===== src/hdl/tmc_pkg.sv =====
// ----------------------------------------------------------------------------
// tmc_pkg
// Shared types and constants of the tile map collision step.
// ----------------------------------------------------------------------------
package tmc_pkg;

  localparam int POS_W      = 26;     // signed Q.8 positions while a step runs
  localparam int TILE_W     = 18;     // signed tile index
  localparam int DIV_QB     = 17;     // quotient bits of the tile divider
  localparam int DIVIDEND_W = 23;     // biased whole-pixel dividend
  localparam int TILE_BIAS  = 32768;  // tiles added so the dividend stays positive
  localparam int STORE_ROWS = 64;
  localparam int ROW_AW     = 6;
  localparam int PROD_W     = 41;

  localparam logic [1:0] REG_GRAVITY = 2'd0;
  localparam logic [1:0] REG_BOX_W   = 2'd1;
  localparam logic [1:0] REG_BOX_H   = 2'd2;

  typedef enum logic [1:0] {
    MUL_GRAV,
    MUL_VX,
    MUL_VY,
    MUL_SNAP
  } mul_op_t;

  typedef enum logic [1:0] {
    DIV_EDGE,
    DIV_FIRST,
    DIV_LAST
  } div_sel_t;

  typedef struct packed {
    logic               kind;
    logic [5:0]         row_index;
    logic [63:0]        row_bits;
    logic [18:0]        pos_x;
    logic [18:0]        pos_y;
    logic signed [23:0] vel_x;
    logic signed [23:0] vel_y;
    logic [15:0]        time_step;
  } step_in_t;

  typedef struct packed {
    logic [18:0]        new_x;
    logic [18:0]        new_y;
    logic signed [23:0] new_vel_x;
    logic signed [23:0] new_vel_y;
    logic               grounded;
  } step_out_t;

  typedef struct packed {
    logic [1:0]  index;
    logic [20:0] value;
  } cfg_wr_t;

  typedef struct packed {
    logic     accept;
    logic     axis;      // 0 horizontal pass, 1 vertical pass
    logic     mul_go;
    mul_op_t  mul_op;
    logic     vy_grav;
    logic     pos_move;
    logic     div_go;
    div_sel_t div_sel;
    logic     scan_init;
    logic     scan_read;
    logic     scan_next;
    logic     snap;
    logic     out_load;
  } ctrl_cmd_t;

  typedef struct packed {
    logic vel_nz;
    logic div_done;
    logic scan_end;
    logic hit;
    logic out_busy;
  } dp_stat_t;

endpackage


===== src/hdl/tmc_ctrl.sv =====
// ----------------------------------------------------------------------------
// tmc_ctrl
// Sequencer of a step: gravity, move, tile divisions, scan, snap, result.
// ----------------------------------------------------------------------------
module tmc_ctrl (
  input  logic                clk,
  input  logic                rst,
  input  logic                req_valid,
  input  logic                req_kind,
  output logic                req_ready,
  input  tmc_pkg::dp_stat_t   stat,
  output tmc_pkg::ctrl_cmd_t  cmd
);

  typedef enum logic [4:0] {
    ST_IDLE,
    ST_GRAV,
    ST_VX,
    ST_XMOVE,
    ST_YMUL,
    ST_YMOVE,
    ST_EDGE_GO,
    ST_EDGE_WAIT,
    ST_FIRST_GO,
    ST_FIRST_WAIT,
    ST_LAST_GO,
    ST_LAST_WAIT,
    ST_SCAN_RD,
    ST_SCAN_CHK,
    ST_SNAP_MUL,
    ST_SNAP_SET,
    ST_FIN
  } state_t;

  state_t state;
  state_t state_next;
  logic   axis;

  always_comb begin
    cmd        = '0;
    cmd.axis   = axis;
    cmd.mul_op = tmc_pkg::MUL_GRAV;
    cmd.div_sel = tmc_pkg::DIV_EDGE;
    req_ready  = 1'b0;
    state_next = state;
    unique case (state)
      ST_IDLE: begin
        req_ready  = 1'b1;
        cmd.accept = req_valid;
        if (req_valid && req_kind) begin
          state_next = ST_GRAV;
        end
      end
      ST_GRAV: begin
        cmd.mul_go = 1'b1;
        cmd.mul_op = tmc_pkg::MUL_GRAV;
        state_next = ST_VX;
      end
      ST_VX: begin
        cmd.vy_grav = 1'b1;
        cmd.mul_go  = 1'b1;
        cmd.mul_op  = tmc_pkg::MUL_VX;
        state_next  = ST_XMOVE;
      end
      ST_XMOVE: begin
        cmd.pos_move = 1'b1;
        state_next   = stat.vel_nz ? ST_EDGE_GO : ST_YMUL;
      end
      ST_YMUL: begin
        cmd.mul_go = 1'b1;
        cmd.mul_op = tmc_pkg::MUL_VY;
        state_next = ST_YMOVE;
      end
      ST_YMOVE: begin
        cmd.pos_move = 1'b1;
        state_next   = stat.vel_nz ? ST_EDGE_GO : ST_FIN;
      end
      ST_EDGE_GO: begin
        cmd.div_go  = 1'b1;
        cmd.div_sel = tmc_pkg::DIV_EDGE;
        state_next  = ST_EDGE_WAIT;
      end
      ST_EDGE_WAIT: begin
        if (stat.div_done) state_next = ST_FIRST_GO;
      end
      ST_FIRST_GO: begin
        cmd.div_go  = 1'b1;
        cmd.div_sel = tmc_pkg::DIV_FIRST;
        state_next  = ST_FIRST_WAIT;
      end
      ST_FIRST_WAIT: begin
        if (stat.div_done) state_next = ST_LAST_GO;
      end
      ST_LAST_GO: begin
        cmd.div_go    = 1'b1;
        cmd.div_sel   = tmc_pkg::DIV_LAST;
        cmd.scan_init = 1'b1;
        state_next    = ST_LAST_WAIT;
      end
      ST_LAST_WAIT: begin
        if (stat.div_done) state_next = ST_SCAN_RD;
      end
      ST_SCAN_RD: begin
        if (stat.scan_end) begin
          state_next = axis ? ST_FIN : ST_YMUL;
        end else begin
          cmd.scan_read = 1'b1;
          state_next    = ST_SCAN_CHK;
        end
      end
      ST_SCAN_CHK: begin
        if (stat.hit) begin
          state_next = ST_SNAP_MUL;
        end else begin
          cmd.scan_next = 1'b1;
          state_next    = ST_SCAN_RD;
        end
      end
      ST_SNAP_MUL: begin
        cmd.mul_go = 1'b1;
        cmd.mul_op = tmc_pkg::MUL_SNAP;
        state_next = ST_SNAP_SET;
      end
      ST_SNAP_SET: begin
        cmd.snap   = 1'b1;
        state_next = axis ? ST_FIN : ST_YMUL;
      end
      ST_FIN: begin
        if (!stat.out_busy) begin
          cmd.out_load = 1'b1;
          state_next   = ST_IDLE;
        end
      end
      default: state_next = ST_IDLE;
    endcase
  end

  always_ff @(posedge clk) begin
    if (rst) begin
      state <= ST_IDLE;
      axis  <= 1'b0;
    end else begin
      state <= state_next;
      if (state == ST_IDLE) begin
        axis <= 1'b0;
      end else if (state == ST_YMUL) begin
        axis <= 1'b1;
      end
    end
  end

`ifndef SYNTHESIS
  a_div_done_waiting: assert property (@(posedge clk) disable iff (rst)
    stat.div_done |-> (state == ST_EDGE_WAIT || state == ST_FIRST_WAIT ||
                       state == ST_LAST_WAIT))
    else $error("tile division finished outside a wait state");

  a_step_starts: assert property (@(posedge clk) disable iff (rst)
    (state == ST_IDLE && req_valid && req_kind) |=> state == ST_GRAV)
    else $error("accepted step did not start");

  a_result_leaves: assert property (@(posedge clk) disable iff (rst)
    (state == ST_FIN && !stat.out_busy) |=> (state == ST_IDLE && stat.out_busy))
    else $error("result word not loaded");
`endif

endmodule


===== config.mk =====
export PLATFORM = sky130hd
export DESIGN_NAME = tmc_ctrl
export DESIGN_NICKNAME = d
export VERILOG_FILES = /design/src/hdl/tmc_pkg.sv /design/src/hdl/tmc_ctrl.sv
export SDC_FILE = /design/constraint.sdc
export NUM_CORES = 1
export LEC_CHECK = 0
export BUFFER_PORTS_ARGS = -buffer_cell sky130_fd_sc_hd__buf_2
export CORE_MARGIN = 4
export CORE_UTILIZATION = 51
export DETAILED_ROUTE_END_ITERATION = 8
export GPL_ROUTABILITY_DRIVEN = 0
export GPL_TIMING_DRIVEN = 0
export PLACE_DENSITY = 0.91
export SYNTH_ARGS = -nofsm -noshare
export SYNTH_HDL_FRONTEND = slang
export SYNTH_SLANG_ARGS = --single-unit

===== constraint.sdc =====
create_clock -name clk -period 2.4 [get_ports clk]
set_input_delay 0 -clock clk [delete_from_list [all_inputs] [get_ports clk]]
set_output_delay 0 -clock clk [all_outputs]
set_load 0.02 [all_outputs]

==> results of run 1 <==
per-stage QoR:
stage	cells	hold slack (ns)	instance area, um2	power [mW]
2_1_floorplan	95	0.0624	668	0.231
3_3_place_gp	133	0.244	806	0.268
3_5_place_dp	133	0.262	806	0.272
4_1_cts	137	0.0939	838	0.370
5_1_grt	137	0.114	838	0.394
6_report	137	0.107	838	0.366
tightest hold or removal path: stages:
cell,delay (ns)
buf_2,0.11
or3_1,0.14
a21oi_2,0.06
path summary, 6_finish.rpt:
check | from | to | slack [ns] | cells after the start
worst max-delay path | state[0] | cmd[6] | 0.67 | 7
worst min-delay path | stat[3] | state[2] | 0.11 | 3
worst max register to register | state[2] | state[2] | 0.89 | 6
worst min register to register | axis | axis | 0.56 | 2
placed cells by master, fill, tap and decap left out, drive strengths merged, types with 3 or more instances in the layout:
| cell type | count |
|---|---|
| nor2b | 4 |
| a21oi | 7 |
| clkbuf | 5 |
| nor4 | 3 |
| nor3 | 7 |
| nand2b | 7 |
| dfxtp | 6 |
| nor2 | 14 |
| o21ai | 6 |
| nand2 | 8 |
| nand3 | 3 |
| buf | 31 |
power by group:
group          switching (mW)  leakage [nW]  internal, mW
logic                  0.0987         0.306        0.0658
clock network          0.0367        0.0138        0.0566
registers             0.00352        0.0486         0.105
layer usage:
metal / up-vias / share of wire (%)
li1: 397 / -
met1: 359 / 43
met2: 35 / 49
met3: 3 / 6.7
met4: 0 / 1.6
met5: - / 0
layout make-up:
type                       count  area (um2)
buffer                         9        60.1
clock buffer                   3        22.5
fill                         109         333
inverter                       2        7.51
multi-input combinational     78         480
sequential                     6         120
tap                           14        17.5
timing repair buffer          25         130
sequential cells by signal (all words and copies together), names as in the netlist:
register,flops
axis,1
state,5
logic make-up after synthesis:
group                  Yosys count  synth area share, %
flip-flops                       6                 18.0
buffers and inverters           11                 10.1
XOR/XNOR                         1                 1.31
multiplexers                     1                 1.50
AO/OA/AOI/OAI                   25                 27.0
AND/OR/NAND/NOR                 51                 42.1
==> run metrics, run 1 <==
status finished clean; minimum clock period 1.73 ns; # clock sinks 6; vias in the first global route 692; synth cell count leaders 13 x nor2_1, 7 x nand2b_1; Synth cell types 36; Post-CTS Setup Bufs 0; peak supply drop 0.383 mV; top post-synthesis cells by area dfxtp_1 18%, nor2_1 7.3%, nand2b_1 6.6%; first-pass GRT wire length 3090 um; # resized after CTS 0; CTS Hold Bufs 1; Post-Synthesis Cell Area 668 um2; TritonCTS Buffers 3; largest net degree at the start of global routing 11; drt initial violations 39; final WL 1850 um; share of synthesized flip-flops with an asynchronous set or reset 0%; Critical Path End Type output port; drt pass-1 iters 4; Post-Syn Area per Cell 7.03 um2; synthesized net count 104; Slew HR 71.9%; final period utilization 71.9%; met3 Use GR 1.63%; aggregate global routing overflow 0; vias per cell 5.80; leading register cell type out of synthesis dfxtp_1; CP peak stage delay 0.38 ns; count leader, synth nor2_1; Leak 0.369 nW; hold crit path type input pin to flop; final setup violation count 0; Gate Count Post-Synth 95; GRT Total Usage 20.7%; Starting Density 57.1%; CTS clock-pin slew for the worst setup and hold paths 0.05 ns; critical path's top delay family buffers and inverters; fin. max-slew vios 0; layout cells sized above 1 35.0%; worst-margin pin slew 0.421 ns; WL/cell 13.5 um; global routing's busiest layer met2; grt met1 use 26.6%; type of element launching the critical path flop; Total Neg Setup Slack 0 ns; sequential area share after synthesis 18.0%; RSZ-0062 raised after global routing no; die height 44.2 um; Post-synth EDFFs 0; critical path class flop to output port; fmax 0.580 GHz; Slowest-stage cell, CP clkbuf_1; H-Tree Depth 1; die width 44.2 um; WP data required 2.40 ns; met2 Track Usage GR 33.7%; synthesis-to-finish area growth 25.5%; Port Buf Inserts 24; clock skew 0.00847 ns; Critical Path, Cell by Cell buf_2 -> clkbuf_1 -> nor2_1 -> nand2_1 -> nor2_1 -> buf_4 -> buf_2; DRC violations left 0; die area 1950 um2; pre-CTS WS 0.925 ns; Core Region 1170 um2; DRT antenna net count 0; PwrDens 437 nW/um2; area share of the largest cell type after synthesis 18.0%; n_diodes 0; maxcap violations 0; detailed placement HPWL 1450 um; Buf/Inv on CP 4; vias 794; Synth Register Bits 6; Clock Latency Late Sink 0.25 ns; arrival time worst endpoint 1.73 ns; maximum root-to-sink buffer count 2; Rows 12; YS warnings 0; CTS tree done; Root Driver clkbuf_4; initial antenna violation count 0; Util after Layout 71.6%; cell taking the most area after synthesis dfxtp_1; final hold vios 0; Crit Path Max Fanout 10; Ports 25; final worst setup slack 0.675 ns; fin nets 134
(Power assumes the default switching activity.)
==> inputs of run 2 (changes only) <==
--- a/config.mk
+++ b/config.mk
@@ -7,11 +7,11 @@
 export LEC_CHECK = 0
 export BUFFER_PORTS_ARGS = -buffer_cell sky130_fd_sc_hd__buf_2
 export CORE_MARGIN = 4
-export CORE_UTILIZATION = 51
+export CORE_UTILIZATION = 47
 export DETAILED_ROUTE_END_ITERATION = 8
 export GPL_ROUTABILITY_DRIVEN = 0
 export GPL_TIMING_DRIVEN = 0
-export PLACE_DENSITY = 0.91
+export PLACE_DENSITY = 0.86
 export SYNTH_ARGS = -nofsm -noshare
 export SYNTH_HDL_FRONTEND = slang
 export SYNTH_SLANG_ARGS = --single-unit
==> constraint.sdc (replaced) <==
create_clock -name clk -period 1.6 [get_ports clk]
set_input_delay 0 -clock clk [delete_from_list [all_inputs] [get_ports clk]]
set_output_delay 0 -clock clk [all_outputs]
set_load 0.02 [all_outputs]
==> run 2 against run 1 <==
  * Clock power rose by 51%
  * Setup slack lost 0.62 ns
  * Sequential power grew 50%
  * Register-to-register slack worse by 0.82 ns
  * Critical path type unchanged
  * Critical endpoint is now cmd[14]
==> run metrics, run 2 (synthesized netlist as in run 1, its figures left out) <==
Largest register FFs 5 (unchanged); fmax 0.646 GHz; Rows 13 (+1); final WL 1920 um (+4.1%); arrival time worst endpoint 1.55 ns (-0.18 ns); die height 45.7 um (+3.4%); # clock sinks 6 (unchanged); Final Instance Area 906 um2 (+8.1%); CTS tree done; most common cell after layout, fill and taps aside buf_2; Slew HR 79.9% (+8.0 points); vias per cell 5.99 (+3.4%); H-Tree Depth 1 (unchanged); vias in the first global route 727 (+5.1%); RSZ-0062 raised after global routing no; worst-margin pin slew 0.301 ns (-0.120 ns); Util after Layout 68.8% (-2.8 points); clock skew 0.00523 ns (-0.00324 ns); drt pass-1 iters 4 (unchanged); Post-Place Cell Area 818 um2 (+1.6%); initial antenna violation count 0 (unchanged); DRT antenna net count 0 (unchanged); pre-CTS WS 0.0668 ns (-0.858 ns); layout cells sized above 1 43.2% (+8.2 points); Starting Density 50.7% (-6.3 points); met3 Use GR 5.93% (+4.3 points); final worst setup slack 0.0523 ns (-0.622 ns); fin nets 136 (+1.5%); Root Driver clkbuf_4; cell count of the worst reg-to-reg path 7 (+1); status finished clean; drt initial violations 29 (-26%); final setup violation count 0 (unchanged); hold path cells 2 (-1); post-route insts no fill 140 (+2.2%); WL/cell 13.7 um (+1.9%); GRT Total Usage 20.2% (-0.57 points); die width 45.7 um (+3.4%); first-pass GRT wire length 3120 um (+0.87%); met2 Track Usage GR 33.7% (about the same); Port Buf Inserts 24 (unchanged); hold crit path type input pin to flop; WP data required 1.60 ns (-0.80 ns); die area 2090 um2 (+7.0%); largest net degree at the start of global routing 11 (unchanged); final hold vios 0 (unchanged); Leak 0.399 nW (+8.1%); fin. max-slew vios 0 (unchanged); type of element launching the critical path flop; grt met1 use 25.9% (-0.68 points); synthesis-to-finish area growth 35.6%; most frequent cells in the layout 25 x buf_2, 12 x nor2_1, 7 x nand2b_1; Critical Path End Type output port; Clock Latency Late Sink 0.25 ns (about the same); vias 839 (+5.7%); global routing's busiest layer met2; Crit Path Max Fanout 4 (-6); TritonCTS Buffers 3 (unchanged); PwrDens 651 nW/um2 (+49%); maxcap violations 0 (unchanged); maximum root-to-sink buffer count 2 (unchanged); Final Power 0.590 mW (+61%); CTS clock-pin slew for the worst setup and hold paths 0.04 ns (about the same); n_diodes 0 (unchanged); peak supply drop 0.504 mV (+32%); largest register by flop count state; DRC violations left 0 (unchanged); Cells after DPL 134 (+0.75%); Core Region 1320 um2 (+13%); Ports 25 (unchanged); top flop regs state: 5 flops, axis: 1 flops; aggregate global routing overflow 0 (unchanged); Total Neg Setup Slack 0 ns (unchanged); hold_ws 0.00535 ns (-0.102 ns); critical path class flop to output port; detailed placement HPWL 1420 um (-2.2%); minimum clock period 1.55 ns; final period utilization 96.7%
## run 2: final cells by class
| cell class | count | area (um2) |
|---|---|---|
| multi-input cells | 78 | 502 |
| fillers | 112 | 412 |
| repair buffers | 27 | 161 |
| flip-flops and latches | 6 | 123 |
| plain buffers | 9 | 71.3 |
| clock buffers | 3 | 22.5 |
| well taps | 15 | 18.8 |
| inverters | 2 | 7.51 |
## run 2: what timing repair did
item,in CTS,in global routing
pin swaps,3,2
gates resized for setup,7,6
buffers inserted,3,0
endpoints found under the setup margin,8,10
hold buffers,0,0
## run 2: worst max-delay path: stages (launching register included)
cell     delay, ns
dfxtp_1       0.31
buf_6         0.11
or3_4         0.40
nor3_4        0.18
and2_1        0.18
buf_6         0.12
## run 2: per-layer routing
metal	up-vias	part of all wire (%)	wire length, um
met5	-	0	0
met4	0	1.5	29
met3	4	6.9	133
met2	38	49	949
met1	395	42	809
li1	402	-	-
## run 2: path summary, 6_finish.rpt
kind,startpoint,endpoint,slack [ns]
worst max-delay path,state[1],cmd[14],0.05
worst max register to register,state[1],state[3],0.07
worst min-delay path,rst,state[2],0.005
worst min register to register,axis,axis,0.56
## run 2: report_power, final
part / switching [mW] / leakage (nW) / internal, mW
logic: 0.161 / 0.335 / 0.126
clock network: 0.0557 / 0.0138 / 0.0849
registers: 0.00472 / 0.0496 / 0.158
==> inputs of run 3 (changes only) <==
--- a/config.mk
+++ b/config.mk
@@ -12,6 +12,7 @@
 export GPL_ROUTABILITY_DRIVEN = 0
 export GPL_TIMING_DRIVEN = 0
 export PLACE_DENSITY = 0.86
+export RECOVER_POWER = 25
 export SYNTH_ARGS = -nofsm -noshare
 export SYNTH_HDL_FRONTEND = slang
 export SYNTH_SLANG_ARGS = --single-unit
==> run 3 against run 2 <==
  * Setup slack got worse by 0.0062 ns
  * Cell count unchanged
  * First-iteration DRC count unchanged
  * Clock skew about the same
  * Via count decreased by 1.5%
  * Hold slack about the same
  * Sequential share of layout area about the same
  * Critical path depth unchanged
  * Global-route usage unchanged
==> run metrics, run 3 (synthesized netlist as in run 1, its figures left out) <==
maximum root-to-sink buffer count 2 (unchanged); H-Tree Depth 1 (unchanged); initial antenna violation count 0 (unchanged); drt initial violations 29 (unchanged); largest net degree at the start of global routing 11 (unchanged); final WL 1920 um (about the same); die width 45.7 um (unchanged); status finished clean; maxcap violations 0 (unchanged); fin. max-slew vios 0 (unchanged); die height 45.7 um (unchanged); fin nets 136 (unchanged); DRC violations left 0 (unchanged); peak supply drop 0.504 mV (about the same); Post-Place Cell Area 818 um2 (unchanged); most common cell after layout, fill and taps aside buf_2; fmax 0.644 GHz (-0.40%); Final Power 0.590 mW (about the same); Largest register FFs 5 (unchanged); Crit Path Max Fanout 4 (unchanged); detailed placement HPWL 1420 um (unchanged); type of element launching the critical path flop; Critical Path End Type output port; CTS clock-pin slew for the worst setup and hold paths 0.04 ns (about the same); final period utilization 97.1% (+0.39 points); # clock sinks 6 (unchanged); arrival time worst endpoint 1.55 ns (about the same); final hold vios 0 (unchanged); vias 826 (-1.5%); layout cells sized above 1 42.4% (-0.80 points); Slew HR 79.9% (about the same); DRT antenna net count 0 (unchanged); TritonCTS Buffers 3 (unchanged); CTS tree done; Port Buf Inserts 24 (unchanged); clock skew 0.00527 ns (+0.0000368 ns); RSZ-0062 raised after global routing no; PwrDens 652 nW/um2 (+0.21%); WL/cell 13.7 um (about the same); largest register by flop count state; fill cell count 112 (unchanged); Final Instance Area 905 um2 (-0.14%); Clock Latency Late Sink 0.25 ns (about the same); vias in the first global route 727 (unchanged); die area 2090 um2 (unchanged); Starting Density 50.7% (unchanged); drt pass-1 iters 4 (unchanged); Total Neg Setup Slack 0 ns (unchanged); final setup violation count 0 (unchanged); vias per cell 5.90 (-1.5%); Rows 13 (unchanged); CTS Hold Bufs 0 (unchanged); critical path class flop to output port; worst-margin pin slew 0.301 ns (-0.00000906 ns); most frequent cells in the layout 24 x buf_2, 12 x nor2_1, 7 x nand2b_1; Root Driver clkbuf_4; first-pass GRT wire length 3120 um (unchanged); WP data required 1.60 ns (about the same); hold crit path type input pin to flop; GRT Total Usage 20.2% (unchanged); top flop regs state: 5 flops, axis: 1 flops; synthesis-to-finish area growth 35.4%; Core Region 1320 um2 (unchanged); aggregate global routing overflow 0 (unchanged); hold_ws 0.00570 ns (+0.000350 ns); Leak 0.394 nW (-1.1%); minimum clock period 1.55 ns (+0.00625 ns); n_diodes 0 (unchanged); Ports 25 (unchanged)
## run 3: cell types whose count changed in the layout (fill, tap and decap cells not counted), sizes merged
cell / change
buf: -1
clkbuf: +1
## run 3: path summary, 6_finish.rpt
path	from	to	cells after the start	slack (ns)
max	state[1]	cmd[14]	5	0.05
min reg2reg	axis	axis	2	0.56
max reg2reg	state[1]	state[3]	7	0.07
min	rst	state[2]	2	0.006
## run 3: area by class of cell
type	instances	area, um2	area share [%]
Buffer	9	71.3	7.88
Timing Repair Buffer	27	160	17.7
Tap cell	15	18.8	2.07
Inverter	2	7.51	0.830
Multi-Input combinational cell	78	502	55.5
Sequential cell	6	123	13.6
Clock buffer	3	22.5	2.49
## run 3: metal layers
| layer | up-vias | GRT usage (%) | share of wire (%) |
|---|---|---|---|
| li1 | 401 | - | - |
| met3 | 2 | 5.93 | 6.0 |
| met1 | 395 | 25.9 | 43 |
| met2 | 28 | 33.7 | 51 |
| met4 | 0 | 3.41 | 0.36 |
| met5 | - | 0 | 0 |
## run 3: metrics by stage
| step | setup WS, ns | utilization (%) | cells |
|---|---|---|---|
| after floorplan | 0.0971 | - | 95 |
| after global placement | 0.123 | 62.1 | 134 |
| after detailed placement | 0.0668 | 62.1 | 134 |
| after CTS | 0.0263 | 67.9 | 140 |
| after global routing | 0.00318 | 68.7 | 140 |
| final | 0.0460 | 68.7 | 140 |
## run 3: repair_timing
item,4_1_cts,5_1_grt
buffers inserted,3,0
pin swaps,3,2
setup endpoints to repair,8,10
cloned,0,0
resized for setup,7,6
## run 3: report_power, final
part	total [mW]	switching (mW)	leakage [nW]	internal [mW]
Clock	0.141	0.0557	0.0138	0.0849
Sequential	0.162	0.00474	0.0496	0.158
Combinational	0.287	0.161	0.331	0.126
Total	0.590	0.222	0.394	0.368
## run 3: worst max-delay path, stage by stage, from the launching register on
cell and delay, ns:
dfxtp_1 0.31, buf_6 0.11, or3_4 0.40, nor3_4 0.18, and2_1 0.18, buf_6 0.12
